--- src/windowed_metric_stats_defines.svh ---
// assertion macros shared by the statistics block
`ifndef WINDOWED_METRIC_STATS_DEFINES_SVH
`define WINDOWED_METRIC_STATS_DEFINES_SVH

// condition implies consequence in the same cycle
`define WMS_ASSERT_NOW(lbl, clk, rst_n, ante, cons, msg) \
  lbl: assert property (@(posedge clk) disable iff (!(rst_n)) (ante) |-> (cons)) \
    else $error(msg);

// condition implies consequence in the next cycle
`define WMS_ASSERT_NEXT(lbl, clk, rst_n, ante, cons, msg) \
  lbl: assert property (@(posedge clk) disable iff (!(rst_n)) (ante) |=> (cons)) \
    else $error(msg);

`endif

--- src/wms_pkg.sv ---
// types and constants of the windowed metric statistics block
package wms_pkg;

  localparam int DATA_W       = 32;
  localparam int BUSY_W       = 24;
  localparam int COUNT_W      = 8;
  localparam int METRIC_IDX_W = 3;
  localparam int CFG_IDX_W    = 2;

  // action codes
  localparam logic ACT_SAMPLE = 1'b0;
  localparam logic ACT_CLEAR  = 1'b1;

  // register indexes
  localparam logic [CFG_IDX_W-1:0] CFG_ENABLE    = 2'd0;
  localparam logic [CFG_IDX_W-1:0] CFG_THRESHOLD = 2'd1;
  localparam logic [CFG_IDX_W-1:0] CFG_WARMUP    = 2'd2;

  // register reset values
  localparam logic               ENABLE_RESET    = 1'b0;
  localparam logic [DATA_W-1:0]  THRESHOLD_RESET = 32'd11718750;
  localparam logic [COUNT_W-1:0] WARMUP_RESET    = 8'd30;

  // metric slots
  localparam int MET_TASK = 0;
  localparam int MET_CMD  = 1;
  localparam int MET_PIPE = 2;
  localparam int MET_TMEM = 3;
  localparam int MET_AUX  = 4;

  typedef struct packed {
    logic              action;
    logic              eligible;
    logic              aa_fault;
    logic [DATA_W-1:0] task_ticks;
    logic [BUSY_W-1:0] cmd_busy;
    logic [BUSY_W-1:0] pipe_busy;
    logic [BUSY_W-1:0] tmem_busy;
    logic [DATA_W-1:0] aux_ticks;
  } in_item_t;

  typedef struct packed {
    logic               have_window;
    logic [COUNT_W-1:0] collected;
    logic [COUNT_W-1:0] warmup_left;
    logic [DATA_W-1:0]  rejected;
    logic               aa_error;
  } stat_t;

  typedef struct packed {
    logic                    done;
    logic [METRIC_IDX_W-1:0] idx;
    logic                    last;
    stat_t                   stat;
    logic [DATA_W-1:0]       sum;
    logic [DATA_W-1:0]       mx;
  } issue_t;

endpackage

--- src/wms_stats.sv ---
// statistics state, per-item update and result sequencing
`include "windowed_metric_stats_defines.svh"

module wms_stats #(
  parameter int WINDOW  = 60,
  parameter int METRICS = 5
) (
  input  logic                  clk,
  input  logic                  rst_n,
  input  logic                  inq_valid,
  input  wms_pkg::in_item_t     inq_item,
  input  logic                  cfg_enable,
  input  logic [31:0]           cfg_threshold,
  input  logic [7:0]            cfg_warmup,
  input  logic                  adv,
  output logic                  take,
  output logic                  issue_valid,
  output wms_pkg::issue_t       issue
);
  import wms_pkg::*;

  localparam int IDX_W = (METRICS > 1) ? $clog2(METRICS) : 1;
  localparam logic [IDX_W-1:0] LAST_IDX = IDX_W'(METRICS - 1);
  localparam logic [COUNT_W-1:0] WIN_C = COUNT_W'(WINDOW);

  // statistics state
  logic [DATA_W-1:0]  sums_r [METRICS];
  logic [DATA_W-1:0]  max_r  [METRICS];
  logic [COUNT_W-1:0] count_r;
  logic [COUNT_W-1:0] warm_r;
  logic [DATA_W-1:0]  rej_r;
  logic               aa_r;
  logic               pub_r;

  logic [DATA_W-1:0]  sums_nxt [METRICS];
  logic [DATA_W-1:0]  max_nxt  [METRICS];
  logic [COUNT_W-1:0] count_nxt;
  logic [COUNT_W-1:0] warm_nxt;
  logic [DATA_W-1:0]  rej_nxt;
  logic               aa_nxt;
  logic               pub_nxt;
  logic               done_nxt;

  logic [DATA_W-1:0]  vals    [METRICS];
  logic [DATA_W-1:0]  acc_sum [METRICS];
  logic [DATA_W-1:0]  acc_max [METRICS];
  logic [COUNT_W-1:0] count_inc;

  // pending results of one item
  logic               job_valid_r;
  logic               job_done_r;
  stat_t              job_stat_r;
  logic [IDX_W-1:0]   iss_idx_r;
  logic [DATA_W-1:0]  snap_sum_r [METRICS];
  logic [DATA_W-1:0]  snap_max_r [METRICS];
  logic               iss_last;
  logic               job_free;

  always_comb begin
    for (int i = 0; i < METRICS; i++) begin
      vals[i] = '0;
      if (i == MET_TASK) vals[i] = inq_item.task_ticks;
      if (i == MET_CMD)  vals[i] = DATA_W'(inq_item.cmd_busy);
      if (i == MET_PIPE) vals[i] = DATA_W'(inq_item.pipe_busy);
      if (i == MET_TMEM) vals[i] = DATA_W'(inq_item.tmem_busy);
      if (i == MET_AUX)  vals[i] = inq_item.aux_ticks;
      acc_sum[i] = sums_r[i] + vals[i];
      acc_max[i] = (vals[i] > max_r[i]) ? vals[i] : max_r[i];
    end
    count_inc = count_r + 8'd1;
  end

  always_comb begin
    sums_nxt  = sums_r;
    max_nxt   = max_r;
    count_nxt = count_r;
    warm_nxt  = warm_r;
    rej_nxt   = rej_r;
    aa_nxt    = aa_r;
    pub_nxt   = pub_r;
    done_nxt  = 1'b0;
    if (inq_item.action == ACT_CLEAR) begin
      for (int i = 0; i < METRICS; i++) begin
        sums_nxt[i] = '0;
        max_nxt[i]  = '0;
      end
      count_nxt = '0;
      warm_nxt  = cfg_warmup;
      rej_nxt   = '0;
      aa_nxt    = 1'b0;
      pub_nxt   = 1'b0;
    end else begin
      aa_nxt = inq_item.aa_fault;
      if (cfg_enable && inq_item.eligible) begin
        priority if (inq_item.task_ticks >= cfg_threshold) begin
          rej_nxt = rej_r + 32'd1;
        end else if (warm_r != '0) begin
          warm_nxt = warm_r - 8'd1;
        end else if (count_inc >= WIN_C) begin
          // window complete: snapshot goes to the job, state restarts
          for (int i = 0; i < METRICS; i++) begin
            sums_nxt[i] = '0;
            max_nxt[i]  = '0;
          end
          count_nxt = '0;
          pub_nxt   = 1'b1;
          done_nxt  = 1'b1;
        end else begin
          sums_nxt  = acc_sum;
          max_nxt   = acc_max;
          count_nxt = count_inc;
        end
      end
    end
  end

  assign iss_last    = !job_done_r || (iss_idx_r == LAST_IDX);
  assign issue_valid = job_valid_r && adv;
  assign job_free    = issue_valid && iss_last;
  assign take        = inq_valid && (!job_valid_r || job_free);

  always_comb begin
    issue.done = job_done_r;
    issue.idx  = METRIC_IDX_W'(iss_idx_r);
    issue.last = iss_last;
    issue.stat = job_stat_r;
    issue.sum  = snap_sum_r[0];
    issue.mx   = snap_max_r[0];
  end

  always_ff @(posedge clk) begin
    if (!rst_n) begin
      for (int i = 0; i < METRICS; i++) begin
        sums_r[i] <= '0;
        max_r[i]  <= '0;
      end
      count_r     <= '0;
      warm_r      <= WARMUP_RESET;
      rej_r       <= '0;
      aa_r        <= 1'b0;
      pub_r       <= 1'b0;
      job_valid_r <= 1'b0;
      iss_idx_r   <= '0;
    end else begin
      if (take) begin
        sums_r      <= sums_nxt;
        max_r       <= max_nxt;
        count_r     <= count_nxt;
        warm_r      <= warm_nxt;
        rej_r       <= rej_nxt;
        aa_r        <= aa_nxt;
        pub_r       <= pub_nxt;
        job_valid_r <= 1'b1;
        iss_idx_r   <= '0;
      end else if (job_free) begin
        job_valid_r <= 1'b0;
        iss_idx_r   <= '0;
      end else if (issue_valid) begin
        iss_idx_r <= iss_idx_r + 1'b1;
      end
    end
  end

  // job payload, shifted down one metric per issued result
  always_ff @(posedge clk) begin
    if (take) begin
      job_done_r             <= done_nxt;
      job_stat_r.have_window <= pub_nxt;
      job_stat_r.collected   <= count_nxt;
      job_stat_r.warmup_left <= warm_nxt;
      job_stat_r.rejected    <= rej_nxt;
      job_stat_r.aa_error    <= aa_nxt;
      snap_sum_r             <= acc_sum;
      snap_max_r             <= acc_max;
    end else if (issue_valid) begin
      for (int i = 0; i < METRICS - 1; i++) begin
        snap_sum_r[i] <= snap_sum_r[i+1];
        snap_max_r[i] <= snap_max_r[i+1];
      end
    end
  end

  `WMS_ASSERT_NOW(a_count_below_window, clk, rst_n, 1'b1, count_r < WIN_C,
    "window count reached window length")
  `WMS_ASSERT_NOW(a_single_result_idx, clk, rst_n, job_valid_r && !job_done_r,
    iss_idx_r == '0, "plain item issued more than one result")
  `WMS_ASSERT_NEXT(a_job_released, clk, rst_n, job_free && !take,
    !job_valid_r, "job held after its last result")

endmodule

--- src/wms_div.sv ---
// window average by reciprocal multiply, and the result register
module wms_div #(
  parameter int WINDOW = 60
) (
  input  logic                  clk,
  input  logic                  rst_n,
  input  logic                  issue_valid,
  input  wms_pkg::issue_t       issue,
  output logic                  adv,
  output logic                  out_valid,
  input  logic                  out_ready,
  output logic                  out_window_done,
  output logic [2:0]            out_metric_index,
  output logic [31:0]           out_average,
  output logic [31:0]           out_maximum,
  output logic                  out_have_window,
  output logic [7:0]            out_collected,
  output logic [7:0]            out_warmup_left,
  output logic [31:0]           out_rejected,
  output logic                  out_aa_error,
  output logic                  out_last
);
  import wms_pkg::*;

  // floor(x * RECIP / 2^(32+K)) is the quotient or one below it
  localparam int K = $clog2(WINDOW + 1) - 1;
  localparam logic [63:0] RECIP_FULL = ((64'd1 << (32 + K)) - 64'd1) / 64'(WINDOW);
  localparam logic [DATA_W-1:0] RECIP = RECIP_FULL[DATA_W-1:0];
  localparam logic [DATA_W-1:0] WIN_D = DATA_W'(WINDOW);

  logic              s1_valid_r;
  issue_t            s1_r;
  logic [63:0]       s1_prod_r;
  logic              out_valid_r;
  issue_t            out_r;
  logic [DATA_W-1:0] avg_r;

  logic [DATA_W-1:0] q_est;
  logic [DATA_W-1:0] q_mul;
  logic [DATA_W-1:0] rem;
  logic [DATA_W-1:0] quot;

  assign adv = !out_valid_r || out_ready;

  always_comb begin
    q_est = DATA_W'(s1_prod_r >> (32 + K));
    q_mul = q_est * WIN_D;
    rem   = s1_r.sum - q_mul;
    quot  = (rem >= WIN_D) ? q_est + 32'd1 : q_est;
  end

  always_ff @(posedge clk) begin
    if (!rst_n) begin
      s1_valid_r  <= 1'b0;
      out_valid_r <= 1'b0;
    end else if (adv) begin
      s1_valid_r  <= issue_valid;
      out_valid_r <= s1_valid_r;
    end
  end

  always_ff @(posedge clk) begin
    if (adv) begin
      s1_r      <= issue;
      s1_prod_r <= {32'd0, issue.sum} * {32'd0, RECIP};
      out_r     <= s1_r;
      avg_r     <= quot;
    end
  end

  assign out_valid        = out_valid_r;
  assign out_window_done  = out_r.done;
  assign out_metric_index = out_r.done ? out_r.idx : '0;
  assign out_average      = out_r.done ? avg_r : '0;
  assign out_maximum      = out_r.done ? out_r.mx : '0;
  assign out_have_window  = out_r.stat.have_window;
  assign out_collected    = out_r.stat.collected;
  assign out_warmup_left  = out_r.stat.warmup_left;
  assign out_rejected     = out_r.stat.rejected;
  assign out_aa_error     = out_r.stat.aa_error;
  assign out_last         = out_r.last;

endmodule

--- src/windowed_metric_stats.sv ---
// windowed performance-counter statistics, top level
// path: an accepted item passes the input, job, divider product and result registers
// throughput: one item per cycle while out_ready keeps the result path moving; an
// item that closes a window holds the path while it issues one result per metric
// reset: synchronous active low, clears all statistics and loads register defaults
module windowed_metric_stats #(
  parameter int WINDOW  = 60,
  parameter int METRICS = 5
) (
  input  logic        clk,
  input  logic        rst_n,
  input  logic        in_valid,
  output logic        in_ready,
  input  logic        in_action,
  input  logic        in_eligible,
  input  logic        in_aa_fault,
  input  logic [31:0] in_task_ticks,
  input  logic [23:0] in_cmd_busy,
  input  logic [23:0] in_pipe_busy,
  input  logic [23:0] in_tmem_busy,
  input  logic [31:0] in_aux_ticks,
  output logic        out_valid,
  input  logic        out_ready,
  output logic        out_window_done,
  output logic [2:0]  out_metric_index,
  output logic [31:0] out_average,
  output logic [31:0] out_maximum,
  output logic        out_have_window,
  output logic [7:0]  out_collected,
  output logic [7:0]  out_warmup_left,
  output logic [31:0] out_rejected,
  output logic        out_aa_error,
  output logic        out_last,
  input  logic        cfg_valid,
  output logic        cfg_ready,
  input  logic [wms_pkg::CFG_IDX_W-1:0] cfg_index,
  input  logic [31:0] cfg_data
);
  import wms_pkg::*;

  logic               enable_r;
  logic [DATA_W-1:0]  thr_r;
  logic [COUNT_W-1:0] warmup_r;

  logic               inq_valid_r;
  in_item_t           inq_r;
  logic               take;
  logic               adv;
  logic               issue_valid;
  issue_t             issue;

  assign cfg_ready = 1'b1;

  always_ff @(posedge clk) begin
    if (!rst_n) begin
      enable_r <= ENABLE_RESET;
      thr_r    <= THRESHOLD_RESET;
      warmup_r <= WARMUP_RESET;
    end else if (cfg_valid) begin
      unique case (cfg_index)
        CFG_ENABLE:    enable_r <= cfg_data[0];
        CFG_THRESHOLD: thr_r    <= cfg_data;
        CFG_WARMUP:    warmup_r <= cfg_data[COUNT_W-1:0];
        default:       ;
      endcase
    end
  end

  // input register
  assign in_ready = !inq_valid_r || take;

  always_ff @(posedge clk) begin
    if (!rst_n) begin
      inq_valid_r <= 1'b0;
    end else if (in_valid && in_ready) begin
      inq_valid_r <= 1'b1;
    end else if (take) begin
      inq_valid_r <= 1'b0;
    end
  end

  always_ff @(posedge clk) begin
    if (in_valid && in_ready) begin
      inq_r.action     <= in_action;
      inq_r.eligible   <= in_eligible;
      inq_r.aa_fault   <= in_aa_fault;
      inq_r.task_ticks <= in_task_ticks;
      inq_r.cmd_busy   <= in_cmd_busy;
      inq_r.pipe_busy  <= in_pipe_busy;
      inq_r.tmem_busy  <= in_tmem_busy;
      inq_r.aux_ticks  <= in_aux_ticks;
    end
  end

  wms_stats #(
    .WINDOW  (WINDOW),
    .METRICS (METRICS)
  ) u_stats (
    .clk           (clk),
    .rst_n         (rst_n),
    .inq_valid     (inq_valid_r),
    .inq_item      (inq_r),
    .cfg_enable    (enable_r),
    .cfg_threshold (thr_r),
    .cfg_warmup    (warmup_r),
    .adv           (adv),
    .take          (take),
    .issue_valid   (issue_valid),
    .issue         (issue)
  );

  wms_div #(
    .WINDOW (WINDOW)
  ) u_div (
    .clk              (clk),
    .rst_n            (rst_n),
    .issue_valid      (issue_valid),
    .issue            (issue),
    .adv              (adv),
    .out_valid        (out_valid),
    .out_ready        (out_ready),
    .out_window_done  (out_window_done),
    .out_metric_index (out_metric_index),
    .out_average      (out_average),
    .out_maximum      (out_maximum),
    .out_have_window  (out_have_window),
    .out_collected    (out_collected),
    .out_warmup_left  (out_warmup_left),
    .out_rejected     (out_rejected),
    .out_aa_error     (out_aa_error),
    .out_last         (out_last)
  );

endmodule
--- config.mk ---
export PLATFORM = sky130hd
export DESIGN_NAME = windowed_metric_stats
export DESIGN_NICKNAME = d
export VERILOG_FILES = /design/src/wms_pkg.sv /design/src/wms_stats.sv /design/src/wms_div.sv /design/src/windowed_metric_stats.sv
export VERILOG_INCLUDE_DIRS = /design/src /design/src/src
export SDC_FILE = /design/constraint.sdc
export NUM_CORES = 2
export LEC_CHECK = 0
export ABC_CLOCK_PERIOD_IN_PS = 21000
export BUFFER_PORTS_ARGS = -buffer_cell sky130_fd_sc_hd__buf_2
export CORE_MARGIN = 3
export CORE_UTILIZATION = 45
export DETAILED_ROUTE_END_ITERATION = 10
export PLACE_DENSITY = 0.69
export SYNTH_ARGS = -nofsm -noshare
export SYNTH_HDL_FRONTEND = slang
export SYNTH_SLANG_ARGS = --single-unit
--- constraint.sdc ---
create_clock -name clk -period 21 [get_ports clk]
set_input_delay 1.05 -clock clk [delete_from_list [all_inputs] [get_ports clk]]
set_output_delay 1.05 -clock clk [all_outputs]
set_load 0.02 [all_outputs]
==> summary.md <==
| Metric | Value |
|---|---|
| Share of cells above drive strength 1 | `0.0969` |
| Number of global-route vias before repair | `around 48,000` |
| DR vias/cell | `between 5 and 6` |
| Clock Skews | `around 0.034 ns` |
| Final Worst Setup Slack | `12.21 ns` |
| Largest stage delay, worst path | `0.60 ns` |
| WL per Instance | `~21 um` |
| Full die area | `between 150,000 and 200,000 um^2` |
| Clock Sinks | `1,186` |
| Crit path kind | `reg2reg` |
| Starting DRT DRC Count | `just under 4,000` |
| CP Launch Type | `register` |
| CTS Hold Buffers Added | `0` |
| Clock input transition at the sequential cells of the worst setup and hold paths | `roughly 0.060 ns` |
| Syn Inst Count | `about 6,500` |
| Placer's final routability congestion estimate | `around 0.96` |
| Postcts setup bufs | `0` |
| Syn. warnings | `0` |
| Global-route wire length before repair | `about 280 mm` |
| Fin. Hold Viols | `0` |
| Total GRT Usage | `0.233` |
| CTS H-tree depth | `4` |
| Largest net degree at the start of global routing | `~200` |
| Initial Util | `0.454` |
| Port buffer count | `just under 300` |
| CP endpoint kind | `register` |
| EDFF count, synth | `769` |
| Clk buf depth | `3` |
| Worst-Margin Slew | `1.38 ns` |
| Xor/xnor share of the synthesized area | `0.0343` |
| Setup violators final | `0` |
| Post-synthesis sequential area ratio | `0.461` |
| Compound-Gate Fraction of Synth Area | `0.148` |
| Area Overhead vs Synth | `11.4%` |
| Dpl ws | `roughly 12 ns` |
| RSZ-0062 raised after global routing | `false` |
| HP Class | `reg2reg` |
| Initial antenna violation count | `13` |
| Final slew viol count | `0` |
| DRC | `0` |
| Grt total ovfl | `0` |
| Critical-path top delay cell | `nor4_4` |
| FMAX | `114 MHz` |
| Most common cell after layout, fill and taps aside | `edfxtp_1` |
| Row cnt | `between 100 and 150` |
| Adder-Cell Fraction of Synth Area | `0.173` |
| CTS tree | `built` |
| Mean Syn Cell Area | `10.5 um^2` |
| Most frequent cells in the layout | `edfxtp_1, nand2_1, ha_1` |
| Post-CTS Resized | `0` |
| Inserted Clock Buffers | `134` |
| WP data arrival | `approximately 9.3 ns` |
| Fin crit period | `8.79 ns` |
| Core ar. | `150,000 um^2` |
| Main combinational cell family by area after synthesis | `adder cells` |
| Slew HR | `0.0588` |
| Multiplexer area fraction after synthesis | `0.0118` |
| Simple-Gate Fraction of Synth Area | `0.123` |
| Clock latency on the worst-skew pair | `0.80 ns` |
| Post-synthesis async set-or-reset flop share | `0` |
| Routed vias | `49,100` |
| Critical Path Fanout Max | `9` |
| Final period util | `0.419` |
| CTS root buffer | `clkbuf_16` |
| CP most frequent cell | `o21ai_0` |
| Overall routed net length | `~190 mm` |
| Placed wire-length estimate | `about 140 mm` |
| Drt first pass iters | `6` |
| TNS Setup | `0 ns` |
| Status | `finished clean` |
| Antenna Nets Post-Route | `0` |
| Synth area leader | `edfxtp_1` |
| MaxCap Viol Count | `0` |
| Final Net Count | `about 7,700` |
| Post-synth top area share | `0.338` |
| Ranking of synthesized cells by area | `edfxtp_1, dfxtp_1, ha_1, fa_1, nand2_1` |
| Yosys cell types | `94` |
| IO Count | `300` |
| Primary FF master, synth | `edfxtp_1` |
| Mapped Area | `68,200 um^2` |
| Flops & latches, synth | `~1,200` |
| Die Span Y | `395 um` |
| Die X | `395 um` |
| CP required | `21.53 ns` |
registers in the layout, summed over array words and instances, names as in the netlist, 27 cells and up:
register	count
u_stats.rej_r	32
u_stats.issue	114
u_div.out_rejected	32
thr_r	32
u_div.avg_r	28
inq_r	139
u_div.s1_prod_r	27
u_stats.snap_sum_r	128
u_div.s1_r	117
u_stats.sums_r	160
u_div.out_r	35
u_stats.max_r	160
u_stats.snap_max_r	128
kinds of logic (layout without fill, tap and decap cells):
| logic type | after synthesis | count (layout) |
|---|---|---|
| xor gates and xnor gates | 264 | 264 |
| AOI/OAI and AO/OA | 1554 | 1554 |
| DFF | 1186 | 1186 |
| buffers and inverters | 839 | 1114 |
| muxes | 76 | 76 |
| and+or+nand+nor | 1759 | 1759 |
| adders and majority gates | 825 | 825 |
| other | 2 | 13 |
synthesized netlist by cell type, types with 13 or more instances:
master    number
a211o_1       13
a211oi_1      18
a21boi_0     100
a21o_1       146
a21oi_1      381
a22o_1       101
a22oi_1       73
a31oi_1       47
and2_1       135
and3_1        63
and4_1        13
buf_4         53
clkbuf_1     253
dfxtp_1      417
edfxtp_1     769
fa_1         198
ha_1         627
inv_1        519
mux2_2        33
mux2i_1       43
nand2_1      717
nand2b_1      44
nand3_1      137
nand4_1       72
nor2_1       285
nor2b_1      135
nor3_1        54
nor4_1        16
o211ai_1      23
o21a_1        48
o21ai_0      360
o21bai_1      44
o22ai_1       14
o31ai_1       65
or3_1         39
xnor2_1      166
xor2_1        94
metal layers:
layer	wire length (um)	vias to the layer above	global-route usage
li1	-	23400	-
met1	75900	23700	0.291
met2	89600	1502	0.394
met3	9830	403	0.0331
met4	10000	2	0.119
met5	13	-	0
final timing paths:
path                                          start  slack (ns)  cells after the start              to
worst max-delay path            u_div.s1_prod_r[40]       12.21                     29  u_div.avg_r[6]
worst min-delay path              u_stats.issue[74]        0.41                      0  u_div.s1_r[74]
worst max register to register  u_div.s1_prod_r[40]       12.21                     29  u_div.avg_r[6]
worst min register to register    u_stats.issue[74]        0.41                      0  u_div.s1_r[74]
area by class of cell:
| class | instances | area [um^2] |
|---|---|---|
| clock buffers | 177 | 3740 |
| fillers | 13400 | 74100 |
| diodes | 8 | 20.0 |
| clock inverters | 70 | 825 |
| flip-flops and latches | 1186 | 31400 |
| multi-input cells | 4483 | 33600 |
| well taps | 2016 | 2520 |
| inverters | 520 | 1970 |
| repair buffers | 347 | 1900 |
through the flow:
| stage | instance area (um^2) | instances | hold slack [ns] | util |
|---|---|---|---|---|
| 5_1_grt | 76000 | 8803 | 0.390 | 0.506 |
| 4_1_cts | 76000 | 8799 | 0.369 | 0.506 |
| 6_report | 76000 | 8807 | 0.409 | 0.506 |
| 3_3_place_gp | 71400 | 8552 | 0.401 | 0.476 |
| 2_1_floorplan | 68200 | 6508 | 0.400 | - |
| 3_5_place_dp | 71400 | 8552 | 0.405 | 0.476 |
worst max-delay path, delay by kind of cell (launching register included):
family | cells | cell delay [ns]
compound gates | 11 | 2.58
xor+xnor | 1 | 0.12
fa+ha+maj | 4 | 1.63
buf+inv | 3 | 0.39
flops | 1 | 0.48
simple gates | 10 | 3.33
Power is left out: the tool's default activity adds up to more than one toggle a clock period on the data nets, which glitch-free logic cannot reach.
